==> config.mk <==
export PLATFORM = sky130hd
export DESIGN_NAME = reply_frame_receiver_unit_flat
export DESIGN_NICKNAME = d
export VERILOG_FILES = /design/src/design/rfr_pkg.sv /design/src/design/rfr_if.sv /design/src/design/reply_frame_receiver_unit.sv /design/src/flat_wrapper.sv
export SDC_FILE = /design/constraint.sdc
export NUM_CORES = 1
export LEC_CHECK = 0
export BUFFER_PORTS_ARGS = -buffer_cell sky130_fd_sc_hd__buf_4
export CELL_PAD_IN_SITES_DETAIL_PLACEMENT = 1
export CELL_PAD_IN_SITES_GLOBAL_PLACEMENT = 1
export CORE_MARGIN = 10
export CORE_UTILIZATION = 49
export DETAILED_ROUTE_END_ITERATION = 12
export HOLD_SLACK_MARGIN = 0.06
export PLACE_DENSITY_LB_ADDON = 0.15
export SYNTH_ARGS = -nofsm -noshare
export SYNTH_HDL_FRONTEND = slang
export SYNTH_SLANG_ARGS = --single-unit
==> constraint.sdc <==
create_clock -name clk -period 9.7 [get_ports clk]
set_input_delay 0.97 -clock clk [delete_from_list [all_inputs] [get_ports clk]]
set_output_delay 0.97 -clock clk [all_outputs]
set_load 0.01 [all_outputs]
==> src/design/rfr_pkg.sv <==
`timescale 1ns / 1ps
// ----------------------------------------------------------------------------
// Reply frame receiver package
// Shared widths, request and status codes, register indexes, reset values.
// ----------------------------------------------------------------------------
package rfr_pkg;

    localparam int REQ_W     = 2;
    localparam int BYTE_W    = 8;
    localparam int STATUS_W  = 2;
    localparam int LEN_W     = 3;
    localparam int PAYLOAD_W = 48;
    localparam int TICK_W    = 24;
    localparam int CFG_DW    = 32;
    localparam int CFG_AW    = 4;

    // Request codes carried in req_type.
    localparam logic [REQ_W-1:0] REQ_ARM  = 2'd0;
    localparam logic [REQ_W-1:0] REQ_BYTE = 2'd1;
    localparam logic [REQ_W-1:0] REQ_TICK = 2'd2;

    // Result status codes.
    localparam logic [STATUS_W-1:0] ST_OK       = 2'd0;
    localparam logic [STATUS_W-1:0] ST_MISMATCH = 2'd1;
    localparam logic [STATUS_W-1:0] ST_TIMEOUT  = 2'd2;

    // Register indexes, taken from paddr[3:2].
    localparam logic [1:0] REG_DEVICE_ADDRESS = 2'd0;
    localparam logic [1:0] REG_REPLY_LENGTH   = 2'd1;
    localparam logic [1:0] REG_TIMEOUT_TICKS  = 2'd2;
    localparam logic [1:0] REG_GRACE_TICKS    = 2'd3;

    localparam logic [BYTE_W-1:0] RST_DEVICE_ADDRESS = 8'hE0;
    localparam logic [LEN_W-1:0]  RST_REPLY_LENGTH   = 3'd1;
    localparam logic [TICK_W-1:0] RST_TIMEOUT_TICKS  = 24'd1000;
    localparam logic [TICK_W-1:0] RST_GRACE_TICKS    = 24'd50;

    // Largest data count the payload field can carry.
    localparam int PAYLOAD_BYTES = PAYLOAD_W / BYTE_W;

    typedef enum logic [2:0] {
        PH_IDLE    = 3'b001,
        PH_HUNT    = 3'b010,
        PH_COLLECT = 3'b100
    } phase_t;

endpackage

==> src/design/rfr_if.sv <==
`timescale 1ns / 1ps
// ----------------------------------------------------------------------------
// Reply frame receiver channels
// Valid/ready channels for request items and result items.
// ----------------------------------------------------------------------------
interface rfr_req_if;
    logic                        valid;
    logic                        ready;
    logic [rfr_pkg::REQ_W-1:0]   req_type;
    logic [rfr_pkg::BYTE_W-1:0]  rx_byte;

    modport source (output valid, output req_type, output rx_byte, input ready);
    modport sink   (input valid, input req_type, input rx_byte, output ready);
endinterface

interface rfr_rsp_if;
    logic                          valid;
    logic                          ready;
    logic [rfr_pkg::STATUS_W-1:0]  status;
    logic [rfr_pkg::PAYLOAD_W-1:0] payload;
    logic [rfr_pkg::LEN_W-1:0]     payload_len;

    modport source (output valid, output status, output payload, output payload_len,
                    input ready);
    modport sink   (input valid, input status, input payload, input payload_len,
                    output ready);
endinterface

==> src/design/reply_frame_receiver_unit.sv <==
`timescale 1ns / 1ps
// ----------------------------------------------------------------------------
// Reply frame receiver
// Hunts for the device address, collects data bytes with an additive
// checksum and reports ok, mismatch or timeout under a tick deadline.
// ----------------------------------------------------------------------------
//  Channel    Dir  Handshake            Payload
//  item_in    in   valid/ready          req_type, rx_byte
//  item_out   out  valid/ready          status, payload, payload_len
//  APB        in   psel/penable/pready  paddr, pwdata, prdata
//
//  An item is registered at acceptance and processed from that register, so
//  one item per cycle is taken unless stalled, and each result is registered.
//  The only stall is a full result register with item_out.ready low, and only
//  an item that produces a result waits on it. rst_n clears the frame state
//  to idle and the registers to their defaults at once.
// ----------------------------------------------------------------------------
module reply_frame_receiver_unit #(
    parameter int MAX_FRAME_BYTES = 8
) (
    input  logic                          clk,
    input  logic                          rst_n,
    rfr_req_if.sink                       item_in,
    rfr_rsp_if.source                     item_out,
    input  logic                          psel,
    input  logic                          penable,
    input  logic                          pwrite,
    input  logic [rfr_pkg::CFG_AW-1:0]    paddr,
    input  logic [rfr_pkg::CFG_DW-1:0]    pwdata,
    output logic [rfr_pkg::CFG_DW-1:0]    prdata,
    output logic                          pready
);
    import rfr_pkg::*;

    // Data bytes per frame are capped by the frame size and by the payload.
    localparam int MAX_DATA_INT = (MAX_FRAME_BYTES - 2 < PAYLOAD_BYTES) ?
                                  (MAX_FRAME_BYTES - 2) : PAYLOAD_BYTES;
    localparam logic [LEN_W-1:0] MAX_DATA = LEN_W'(MAX_DATA_INT);

    // Configuration registers.
    logic [BYTE_W-1:0] device_address_reg;
    logic [LEN_W-1:0]  reply_length_reg;
    logic [TICK_W-1:0] timeout_ticks_reg;
    logic [TICK_W-1:0] grace_ticks_reg;
    logic              cfg_write;

    // Input register.
    logic              in_valid_reg;
    logic [REQ_W-1:0]  req_type_reg;
    logic [BYTE_W-1:0] rx_byte_reg;

    // Frame state.
    phase_t               phase_reg, phase_next;
    logic [LEN_W-1:0]     bytes_seen_reg, bytes_seen_next;
    logic [BYTE_W-1:0]    running_sum_reg, running_sum_next;
    logic [PAYLOAD_W-1:0] data_shift_reg, data_shift_next;
    logic [TICK_W-1:0]    ticks_left_reg, ticks_left_next;

    // Result register.
    logic                 out_valid_reg;
    logic [STATUS_W-1:0]  status_reg, status_next;
    logic [PAYLOAD_W-1:0] payload_reg, payload_next;
    logic [LEN_W-1:0]     payload_len_reg, payload_len_next;

    logic             has_result;
    logic             advance;
    logic [LEN_W-1:0] eff_length;

    // ---------------- configuration port ----------------
    assign pready    = 1'b1;
    assign cfg_write = psel && penable && pwrite && pready;

    always_ff @(posedge clk or negedge rst_n)
    begin
        if (!rst_n)
        begin
            device_address_reg <= RST_DEVICE_ADDRESS;
            reply_length_reg   <= RST_REPLY_LENGTH;
            timeout_ticks_reg  <= RST_TIMEOUT_TICKS;
            grace_ticks_reg    <= RST_GRACE_TICKS;
        end
        else if (cfg_write)
        begin
            unique case (paddr[3:2])
                REG_DEVICE_ADDRESS: device_address_reg <= pwdata[BYTE_W-1:0];
                REG_REPLY_LENGTH:   reply_length_reg   <= pwdata[LEN_W-1:0];
                REG_TIMEOUT_TICKS:  timeout_ticks_reg  <= pwdata[TICK_W-1:0];
                REG_GRACE_TICKS:    grace_ticks_reg    <= pwdata[TICK_W-1:0];
                default:            ;
            endcase
        end
    end

    always_comb
    begin
        unique case (paddr[3:2])
            REG_DEVICE_ADDRESS: prdata = {{(CFG_DW-BYTE_W){1'b0}}, device_address_reg};
            REG_REPLY_LENGTH:   prdata = {{(CFG_DW-LEN_W){1'b0}}, reply_length_reg};
            REG_TIMEOUT_TICKS:  prdata = {{(CFG_DW-TICK_W){1'b0}}, timeout_ticks_reg};
            REG_GRACE_TICKS:    prdata = {{(CFG_DW-TICK_W){1'b0}}, grace_ticks_reg};
            default:            prdata = '0;
        endcase
    end

    assign eff_length = (reply_length_reg < MAX_DATA) ? reply_length_reg : MAX_DATA;

    // ---------------- input register ----------------
    // An item without a result never waits on the result register.
    assign advance       = in_valid_reg && (!has_result || !out_valid_reg || item_out.ready);
    assign item_in.ready = !in_valid_reg || advance;

    always_ff @(posedge clk or negedge rst_n)
    begin
        if (!rst_n)
        begin
            in_valid_reg <= 1'b0;
        end
        else if (item_in.ready)
        begin
            in_valid_reg <= item_in.valid;
        end
    end

    always_ff @(posedge clk)
    begin
        if (item_in.valid && item_in.ready)
        begin
            req_type_reg <= item_in.req_type;
            rx_byte_reg  <= item_in.rx_byte;
        end
    end

    // ---------------- frame logic ----------------
    always_comb
    begin
        phase_next       = phase_reg;
        bytes_seen_next  = bytes_seen_reg;
        running_sum_next = running_sum_reg;
        data_shift_next  = data_shift_reg;
        ticks_left_next  = ticks_left_reg;
        has_result       = 1'b0;
        status_next      = ST_OK;
        payload_next     = '0;
        payload_len_next = '0;

        if (req_type_reg == REQ_ARM)
        begin
            phase_next       = PH_HUNT;
            bytes_seen_next  = '0;
            running_sum_next = '0;
            data_shift_next  = '0;
            ticks_left_next  = timeout_ticks_reg;
        end
        else if (phase_reg != PH_IDLE)
        begin
            if (req_type_reg == REQ_TICK)
            begin
                // A tick that finds one or zero ticks left ends the wait.
                if (ticks_left_reg[TICK_W-1:1] == '0)
                begin
                    ticks_left_next = '0;
                    phase_next      = PH_IDLE;
                    has_result      = 1'b1;
                    status_next     = ST_TIMEOUT;
                end
                else
                begin
                    ticks_left_next = ticks_left_reg - 1'b1;
                end
            end
            else if (req_type_reg == REQ_BYTE)
            begin
                unique case (phase_reg)
                    PH_HUNT:
                    begin
                        if (rx_byte_reg == device_address_reg)
                        begin
                            phase_next       = PH_COLLECT;
                            bytes_seen_next  = '0;
                            data_shift_next  = '0;
                            running_sum_next = rx_byte_reg;
                            if (ticks_left_reg < grace_ticks_reg)
                            begin
                                ticks_left_next = grace_ticks_reg;
                            end
                        end
                    end
                    PH_COLLECT:
                    begin
                        if (bytes_seen_reg < eff_length)
                        begin
                            data_shift_next  = {data_shift_reg[PAYLOAD_W-BYTE_W-1:0],
                                                rx_byte_reg};
                            running_sum_next = running_sum_reg + rx_byte_reg;
                            bytes_seen_next  = bytes_seen_reg + 1'b1;
                        end
                        else
                        begin
                            // This byte is the checksum.
                            phase_next = PH_IDLE;
                            has_result = 1'b1;
                            if (rx_byte_reg == running_sum_reg)
                            begin
                                status_next      = ST_OK;
                                payload_next     = data_shift_reg;
                                payload_len_next = bytes_seen_reg;
                            end
                            else
                            begin
                                status_next = ST_MISMATCH;
                            end
                        end
                    end
                    default: ;
                endcase
            end
        end
    end

    always_ff @(posedge clk or negedge rst_n)
    begin
        if (!rst_n)
        begin
            phase_reg       <= PH_IDLE;
            bytes_seen_reg  <= '0;
            running_sum_reg <= '0;
            data_shift_reg  <= '0;
            ticks_left_reg  <= '0;
        end
        else if (advance)
        begin
            phase_reg       <= phase_next;
            bytes_seen_reg  <= bytes_seen_next;
            running_sum_reg <= running_sum_next;
            data_shift_reg  <= data_shift_next;
            ticks_left_reg  <= ticks_left_next;
        end
    end

    // ---------------- result register ----------------
    always_ff @(posedge clk or negedge rst_n)
    begin
        if (!rst_n)
        begin
            out_valid_reg <= 1'b0;
        end
        else if (advance && has_result)
        begin
            out_valid_reg <= 1'b1;
        end
        else if (item_out.ready)
        begin
            out_valid_reg <= 1'b0;
        end
    end

    always_ff @(posedge clk)
    begin
        if (advance && has_result)
        begin
            status_reg      <= status_next;
            payload_reg     <= payload_next;
            payload_len_reg <= payload_len_next;
        end
    end

    assign item_out.valid       = out_valid_reg;
    assign item_out.status      = status_reg;
    assign item_out.payload     = payload_reg;
    assign item_out.payload_len = payload_len_reg;

    // ---------------- assertions ----------------
    a_idle_after_result: assert property (@(posedge clk) disable iff (!rst_n)
        advance && has_result |=> phase_reg == PH_IDLE)
        else $error("frame state not idle after a result");

    a_failed_result_empty: assert property (@(posedge clk) disable iff (!rst_n)
        out_valid_reg && status_reg != ST_OK |-> payload_reg == '0 && payload_len_reg == '0)
        else $error("failed result carries payload");

    a_count_in_range: assert property (@(posedge clk) disable iff (!rst_n)
        bytes_seen_reg <= MAX_DATA)
        else $error("data count beyond the frame limit");

    a_held_item_kept: assert property (@(posedge clk) disable iff (!rst_n)
        in_valid_reg && !advance |=> in_valid_reg && $stable(req_type_reg)
                                     && $stable(rx_byte_reg))
        else $error("stalled item was lost");

    a_len_in_range: assert property (@(posedge clk) disable iff (!rst_n)
        out_valid_reg |-> payload_len_reg <= MAX_DATA)
        else $error("result length beyond the frame limit");

endmodule
==> src/flat_wrapper.sv <==
// flat-port wrapper written by rule: the top's interface ports become plain ports
module reply_frame_receiver_unit_flat import rfr_pkg::*;
#(
    parameter int MAX_FRAME_BYTES = 8
)
  (clk, rst_n, psel, penable, pwrite, paddr, pwdata, prdata, pready, item_in_valid, item_in_req_type, item_in_rx_byte, item_in_ready, item_out_valid, item_out_status, item_out_payload, item_out_payload_len, item_out_ready);
  rfr_req_if item_in_i ();
  rfr_rsp_if item_out_i ();
  input  logic clk;
  input  logic rst_n;
  input  logic psel;
  input  logic penable;
  input  logic pwrite;
  input  logic [rfr_pkg::CFG_AW-1:0] paddr;
  input  logic [rfr_pkg::CFG_DW-1:0] pwdata;
  output logic [rfr_pkg::CFG_DW-1:0] prdata;
  output logic pready;
  input wire logic [$bits(item_in_i.valid)-1:0] item_in_valid;
  input wire logic [$bits(item_in_i.req_type)-1:0] item_in_req_type;
  input wire logic [$bits(item_in_i.rx_byte)-1:0] item_in_rx_byte;
  output wire logic [$bits(item_in_i.ready)-1:0] item_in_ready;
  output wire logic [$bits(item_out_i.valid)-1:0] item_out_valid;
  output wire logic [$bits(item_out_i.status)-1:0] item_out_status;
  output wire logic [$bits(item_out_i.payload)-1:0] item_out_payload;
  output wire logic [$bits(item_out_i.payload_len)-1:0] item_out_payload_len;
  input wire logic [$bits(item_out_i.ready)-1:0] item_out_ready;
  assign item_in_i.valid = item_in_valid;
  assign item_in_i.req_type = item_in_req_type;
  assign item_in_i.rx_byte = item_in_rx_byte;
  assign item_in_ready = item_in_i.ready;
  assign item_out_valid = item_out_i.valid;
  assign item_out_status = item_out_i.status;
  assign item_out_payload = item_out_i.payload;
  assign item_out_payload_len = item_out_i.payload_len;
  assign item_out_i.ready = item_out_ready;
  reply_frame_receiver_unit #(.MAX_FRAME_BYTES(MAX_FRAME_BYTES)) u_core (.clk(clk), .rst_n(rst_n), .item_in(item_in_i), .item_out(item_out_i), .psel(psel), .penable(penable), .pwrite(pwrite), .paddr(paddr), .pwdata(pwdata), .prdata(prdata), .pready(pready));
endmodule
# [Yosys cells after proc, flatten, opt, wreduce, memory -nomap -nowiden]
# Cells that the tools add are included.
# Widths: inputs -> output; s select.
[classes] addsub=3 muxes=54 reduce_logical=32 bitwise_logic=4 n_lt_le_gt_ge=3 eq_ne=16
[ops] cell="$mux 48" n=6
[ops] cell="$mux 24" n=8
[ops] cell="$pmux 32 s4" n=1
[ops] cell="$pmux 48 s2" n=1
[ops] cell="$mux 8" n=6
[ops] cell="$mux 3" n=14
[ops] cell="$lt 24x24->1" n=1
[ops] cell="$sub 24x1->24 const B" n=1
[ops] cell="$logic_not 23->1" n=1
[ops] cell="$eq 8x8->1" n=2
[ops] cell="$pmux 8 s2" n=1
[ops] cell="$reduce_bool 3->1" n=5
[ops] cell="$reduce_and 7->1" n=2
[ops] cell="$pmux 3 s2" n=2
[ops] cell="$mux 1" n=10
[ops] cell="$mux 2" n=5
[ops] cell="$ne 3x1->1 const B" n=3
[ops] cell="$add 8x8->8" n=1
[ops] cell="$reduce_and 2->1" n=4
[ops] cell="$reduce_or 7->1" n=1
[ops] cell="$eq 2x2->1 const B" n=3
[ops] cell="$reduce_and 6->1" n=1
[ops] cell="$reduce_bool 2->1" n=3
[ops] cell="$logic_and 1x1->1" n=5
[ops] cell="other kinds (16)" n=25
[totals] reg_bits=210 word_cells=128 out_inout_bits=88 inputBits=53

# [Depth between registers and ports, before layout]
[logic_depth] word_depth=15 depth_mapped=11

# [Worst setup path after synthesis]
# OpenSTA, ideal clock, no wires.
[synth_path] path_kind="register -> register" start="reg u_core.ticks_left_reg[5]" end="reg u_core.payload_reg[0] (netlist: u_core.item_out.payload[0]) (enable)" setup_time_ps=464 stages_incl_launch_ff=7 t_arrival_ps=3845 slack_ps=5391 synth_period_minus_slack_ps=4309 cell_sequence="dfrtp_1 -> nor4_4 -> nand4b_1 -> nor4_2 -> or2_2 -> nand2_1 -> nor2_1"
[synth_between] elab_chain_len=10
[synth_lines] item="start: declaration" line_no="reply_frame_receiver_unit.sv:57" text="logic [TICK_W-1:0] ticks_left_reg, ticks_left_next;"
[synth_lines] item="start signal: assignment" line_no="reply_frame_receiver_unit.sv:236" text="ticks_left_reg <= ticks_left_next;"
[synth_lines] item="$logic_not 23->1 *" line_no="reply_frame_receiver_unit.sv:159" text="if (ticks_left_reg[TICK_W-1:1] == '0)"
[synth_lines] item="$mux 1 *" line_no="reply_frame_receiver_unit.sv:159"
[synth_lines] item="$mux 1 *" line_no="reply_frame_receiver_unit.sv:156" text="if (req_type_reg == REQ_TICK)"
[synth_lines] item="$mux 1 *" line_no="reply_frame_receiver_unit.sv:154" text="else if (phase_reg != PH_IDLE)"
[synth_lines] item="$mux 1 *" line_no="reply_frame_receiver_unit.sv:146" text="if (req_type_reg == REQ_ARM)"
[synth_lines] item="$logic_not 1->1" line_no="reply_frame_receiver_unit.sv:109" text="assign advance = in_valid_reg && (!has_result || !out_valid_reg || item_out.ready);"
[synth_lines] item="$logic_or 1x1->1 (2 in a row)" line_no="reply_frame_receiver_unit.sv:109"
[synth_lines] item="$logic_and 1x1->1" line_no="reply_frame_receiver_unit.sv:109"
[synth_lines] item="$logic_and 1x1->1 *" line_no="reply_frame_receiver_unit.sv:259" text="if (advance && has_result)"
[synth_lines] item="end signal: assignment" line_no="reply_frame_receiver_unit.sv:262" text="payload_reg <= payload_next;"
[synth_lines] item="end: declaration" line_no="reply_frame_receiver_unit.sv:62" text="logic [PAYLOAD_W-1:0] payload_reg, payload_next;"
# Every way passes the cells marked *; elsewhere a longest branch is shown, timed or not.
# A chain may end at the register's enable or synchronous reset.

# [Final worst setup path]
[layout_path] start="reg u_core.ticks_left_reg[9]" end="out item_in_ready"
[layout_between] elab_chain_len=10
[layout_lines] item="$logic_not 23->1" line_no="reply_frame_receiver_unit.sv:159"
[layout_lines] item="$mux 1" line_no="reply_frame_receiver_unit.sv:159"
[layout_lines] item="$mux 1" line_no="reply_frame_receiver_unit.sv:156"
[layout_lines] item="$mux 1" line_no="reply_frame_receiver_unit.sv:154"
[layout_lines] item="$mux 1" line_no="reply_frame_receiver_unit.sv:146"
[layout_lines] item="$logic_not 1->1" line_no="reply_frame_receiver_unit.sv:109"
[layout_lines] item="$logic_or 1x1->1 (2 in a row)" line_no="reply_frame_receiver_unit.sv:109"
[layout_lines] item="$logic_and 1x1->1" line_no="reply_frame_receiver_unit.sv:109"
[layout_lines] item="$logic_or 1x1->1" line_no="reply_frame_receiver_unit.sv:110" text="assign item_in.ready = !in_valid_reg || advance;"
[layout_lines] item="end: declaration" line_no="flat_wrapper.sv:21" text="output wire logic [$bits(item_in_i.ready)-1:0] item_in_ready;"
# Every way passes these cells.

==> flow_metrics.env <==
export IMPL_timing_hold_ws_ps=458.4
export IMPL_seqCellArea_um2=5588
export IMPL_synth_cell_types=64
export IMPL_synthCells=997
export IMPL_syn2layout_area_growth_pct=18.18
export IMPL_critPathKind="flip-flop to output port"
export IMPL_cp_end_kind="output port"
export IMPL_ctsResizeCount=0
export IMPL_status="finished, final reports clean"
export IMPL_grt_ovfl_total=0
export IMPL_clk_path_buf_depth=3
export IMPL_tightest_slew_ps=1110
export IMPL_cts_root_buf="clkbuf_16"
export IMPL_cts_hold_buf=0
export IMPL_worstSetupPathDepth=6
export IMPL_critPathCapture="item_in_ready"
export IMPL_worstSkewPairLatency_ps=510
export IMPL_r2r_slack_ps=6140
export IMPL_layout_common_cells="nand2_1 (158), dfrtp_1 (133), buf_4 (129)"
export IMPL_die_area_um2=27870
export IMPL_place_gp_congestion=0.8696
export IMPL_fin_nets=1188
export IMPL_drv_cap=0
export IMPL_die_h_um=166.9
export IMPL_p_sw_mw=0.9687
export IMPL_rows=53
export IMPL_p_sw_frac=0.3274
export IMPL_core_area_um2=21150
export IMPL_grt_pass1_wl_um=46300
export IMPL_power_mw=2.959
export IMPL_track_usage=0.1975
export IMPL_avgSynthCellArea_um2=10.61
export IMPL_grt_max_degree=121
export IMPL_drc_errors=0
export IMPL_cts_sinks=210
export IMPL_portBuffers=121
export IMPL_min_period_over_period=0.4054
export IMPL_clock_fmax_ghz=0.2543
export IMPL_grt_setup_unrepaired="no"
export IMPL_startpoint="u_core.ticks_left_reg[9]$_DFFE_PN0P_"
export IMPL_fin_skew_ps=12.20
export IMPL_n_antenna_cell=0
export IMPL_leakage_nw=5.306
export IMPL_multiInputGateArea_um2=4653
export IMPL_nFillCells=2327
export IMPL_h_tree_depth=1
export IMPL_gr_usage_met3=0.03671
export IMPL_max_slew_margin=0.2580
export IMPL_crit_fanout=5
export IMPL_final_hold_viol_count=0
export IMPL_worst_ir_drop_vdd_v=0.0001544
export IMPL_ys_seq_area_frac=0.5282
export IMPL_dr_pass1_iters=5
export IMPL_pin_count=141
export IMPL_pwr_share_seq=0.424
export IMPL_antenna_left=0
export IMPL_setup_tns_final_ps=0
export IMPL_max_stage_delay_ps=750
export IMPL_die_x_um=166.9
export IMPL_dp_final_hpwl_um=19400
export IMPL_synth_flop_cell="dfrtp_1"
export IMPL_clk_pin_slew_worst_paths_ps=60
export IMPL_cp_arrival_ps=2960
export IMPL_startpoint_type="flip-flop"
export IMPL_period_minus_slack_ps=3933
export IMPL_cts_buffers=23
export IMPL_grt_busiest_layer="met2"
export IMPL_r2r_start="u_core.req_type_reg[0]$_DFFE_PP_"
export IMPL_worstPathCellList="nor4_1 -> nand4_1 -> nor4_2 -> or2_2 -> nand3_1 -> buf_4"
export IMPL_synthArstFlopShare=0.7000
export IMPL_antenna_found_initial=0
export IMPL_yosys_warnings=0
export IMPL_cts_tree="done"
export IMPL_cp_top_family="simple AND/OR/NAND/NOR gates"
export IMPL_rr_worst_depth=6
export IMPL_netlist_area_um2=10580
export IMPL_power_density_nw_per_um2=236.7
export IMPL_initial_core_util=0.5001
export IMPL_drt_wl_total_um=28160
export IMPL_ys_ff_latch=210
export IMPL_vias=7804
export IMPL_power_share_clock=0.316
export IMPL_intPower_mw=1.991
export IMPL_layoutNonFillerInstCount=1391
export IMPL_met1_usage=0.2460
export IMPL_post_cts_buffers=0
export IMPL_worst_path_buf_inv=1
export IMPL_via_per_inst=5.610
export IMPL_wl_per_cell_um=20.25
export IMPL_finalSetupViolations=0
export IMPL_dp_cells=1350
export IMPL_r2r_end="u_core.running_sum_reg[7]$_DFFE_PN0P_"
export IMPL_drive_above_1_share=0.2195
export IMPL_maxSlewViolCount=0
export IMPL_hp_class="primary input to asynchronous set/reset pin"
export IMPL_slowest_stage="nor4_1"
export IMPL_critPathRequiredTime_ps=8730
export IMPL_combPwrFrac=0.259
export IMPL_grt_pass1_vias=8566
export IMPL_drt_initial_drc_count=295
export IMPL_synth_edf_count=63
export IMPL_layout_commonest_cell="nand2_1"
export IMPL_grtUsageMet2=0.3475
area by class of cell:
| type | count | share of cell area |
|---|---|---|
| multi-input cells | 700 | 0.3722 |
| clock inverters | 17 | 0.01811 |
| flip-flops and latches | 210 | 0.4470 |
| well taps | 275 | 0.02752 |
| repair buffers | 130 | 0.07836 |
| inverters | 35 | 0.01051 |
| clock buffers | 24 | 0.04634 |
cell families after synthesis:
logic type	count (synthesis)	synth area share
and+or+nand+nor	344	0.1646
DFF	210	0.5282
AOI/OAI and AO/OA	194	0.1077
buffers and inverters	94	0.03808
muxes	87	0.09284
adders and majority gates	35	0.04211
xor gates and xnor gates	31	0.02567
other	2	0.0007099
power groups by stage:
stage          Combinational [mW]  Sequential, mW  Clock (mW)
4_1_cts                     0.775            1.25       0.959
5_1_grt                     0.868            1.28       0.995
2_1_floorplan               0.557            1.21           0
3_3_place_gp                0.730            1.26           0
3_5_place_dp                0.766            1.27           0
6_report                    0.768            1.26       0.936
layer usage:
| layer | vias to the layer above | wire [um] |
|---|---|---|
| met1 | 3931 | 12220 |
| met5 | - | 0 |
| met3 | 38 | 1311 |
| met4 | 0 | 538 |
| li1 | 3684 | - |
| met2 | 151 | 14100 |
Yosys cell counts, drive strengths merged (3+ instances only):
cell type | instances | area, um^2
nor3b | 6 | 56.31
dfrtp | 133 | 3328
xnor2 | 16 | 140.1
nor2 | 22 | 82.58
a22oi | 6 | 45.04
or3 | 5 | 31.28
nor4 | 14 | 121.4
a21oi | 32 | 160.2
mux2i | 25 | 250.2
and3 | 14 | 87.58
mux2 | 59 | 664.4
inv | 34 | 127.6
nand3b | 4 | 30.03
a31oi | 3 | 18.77
o211ai | 4 | 35.03
and2 | 53 | 331.6
or4 | 4 | 30.03
nand3 | 11 | 55.05
nand2b | 6 | 37.54
o21bai | 3 | 22.52
a21o | 8 | 60.06
or2 | 3 | 18.77
a2bb2oi | 4 | 35.03
o21ai | 105 | 525.5
clkbuf | 44 | 165.2
buf | 15 | 106.4
edfxtp | 63 | 1892
dfstp | 14 | 367.9
nand4 | 4 | 25.02
nand2 | 158 | 593.1
nor2b | 18 | 112.6
xor2 | 15 | 131.4
o31ai | 6 | 50.05
nand4b | 3 | 26.28
nor3 | 17 | 85.08
o22ai | 5 | 31.28
ha | 34 | 425.4
mux4 | 3 | 67.56
worst min-delay path by stage:
stage / to / cells past startpoint / slack (ps) / start
after floorplan: u_core.data_shift_reg[40]$_DFFE_PN0P_ / 2 / 440 / u_core.data_shift_reg[40]$_DFFE_PN0P_
after global placement: u_core.data_shift_reg[46]$_DFFE_PN0P_ / 2 / 460 / u_core.data_shift_reg[46]$_DFFE_PN0P_
after detailed placement: u_core.data_shift_reg[47]$_DFFE_PN0P_ / 2 / 470 / u_core.data_shift_reg[47]$_DFFE_PN0P_
after CTS: u_core.data_shift_reg[44]$_DFFE_PN0P_ / 2 / 490 / u_core.data_shift_reg[44]$_DFFE_PN0P_
after global routing: u_core.running_sum_reg[3]$_DFFE_PN0P_ / 2 / 520 / u_core.running_sum_reg[3]$_DFFE_PN0P_
final: u_core.timeout_ticks_reg[4]$_DFFE_PN0P_ / 1 / 460 / rst_n
stage by stage:
step                        util  worst slack (ps)  instance area (um^2)
after floorplan                -              5391                 10610
after CTS                 0.5910              5746                 12500
after global placement    0.5529              6205                 11700
after global routing      0.5910              5565                 12500
final                     0.5910              5767                 12500
after detailed placement  0.5529              6142                 11700
Power figures use the tool's default switching activity.
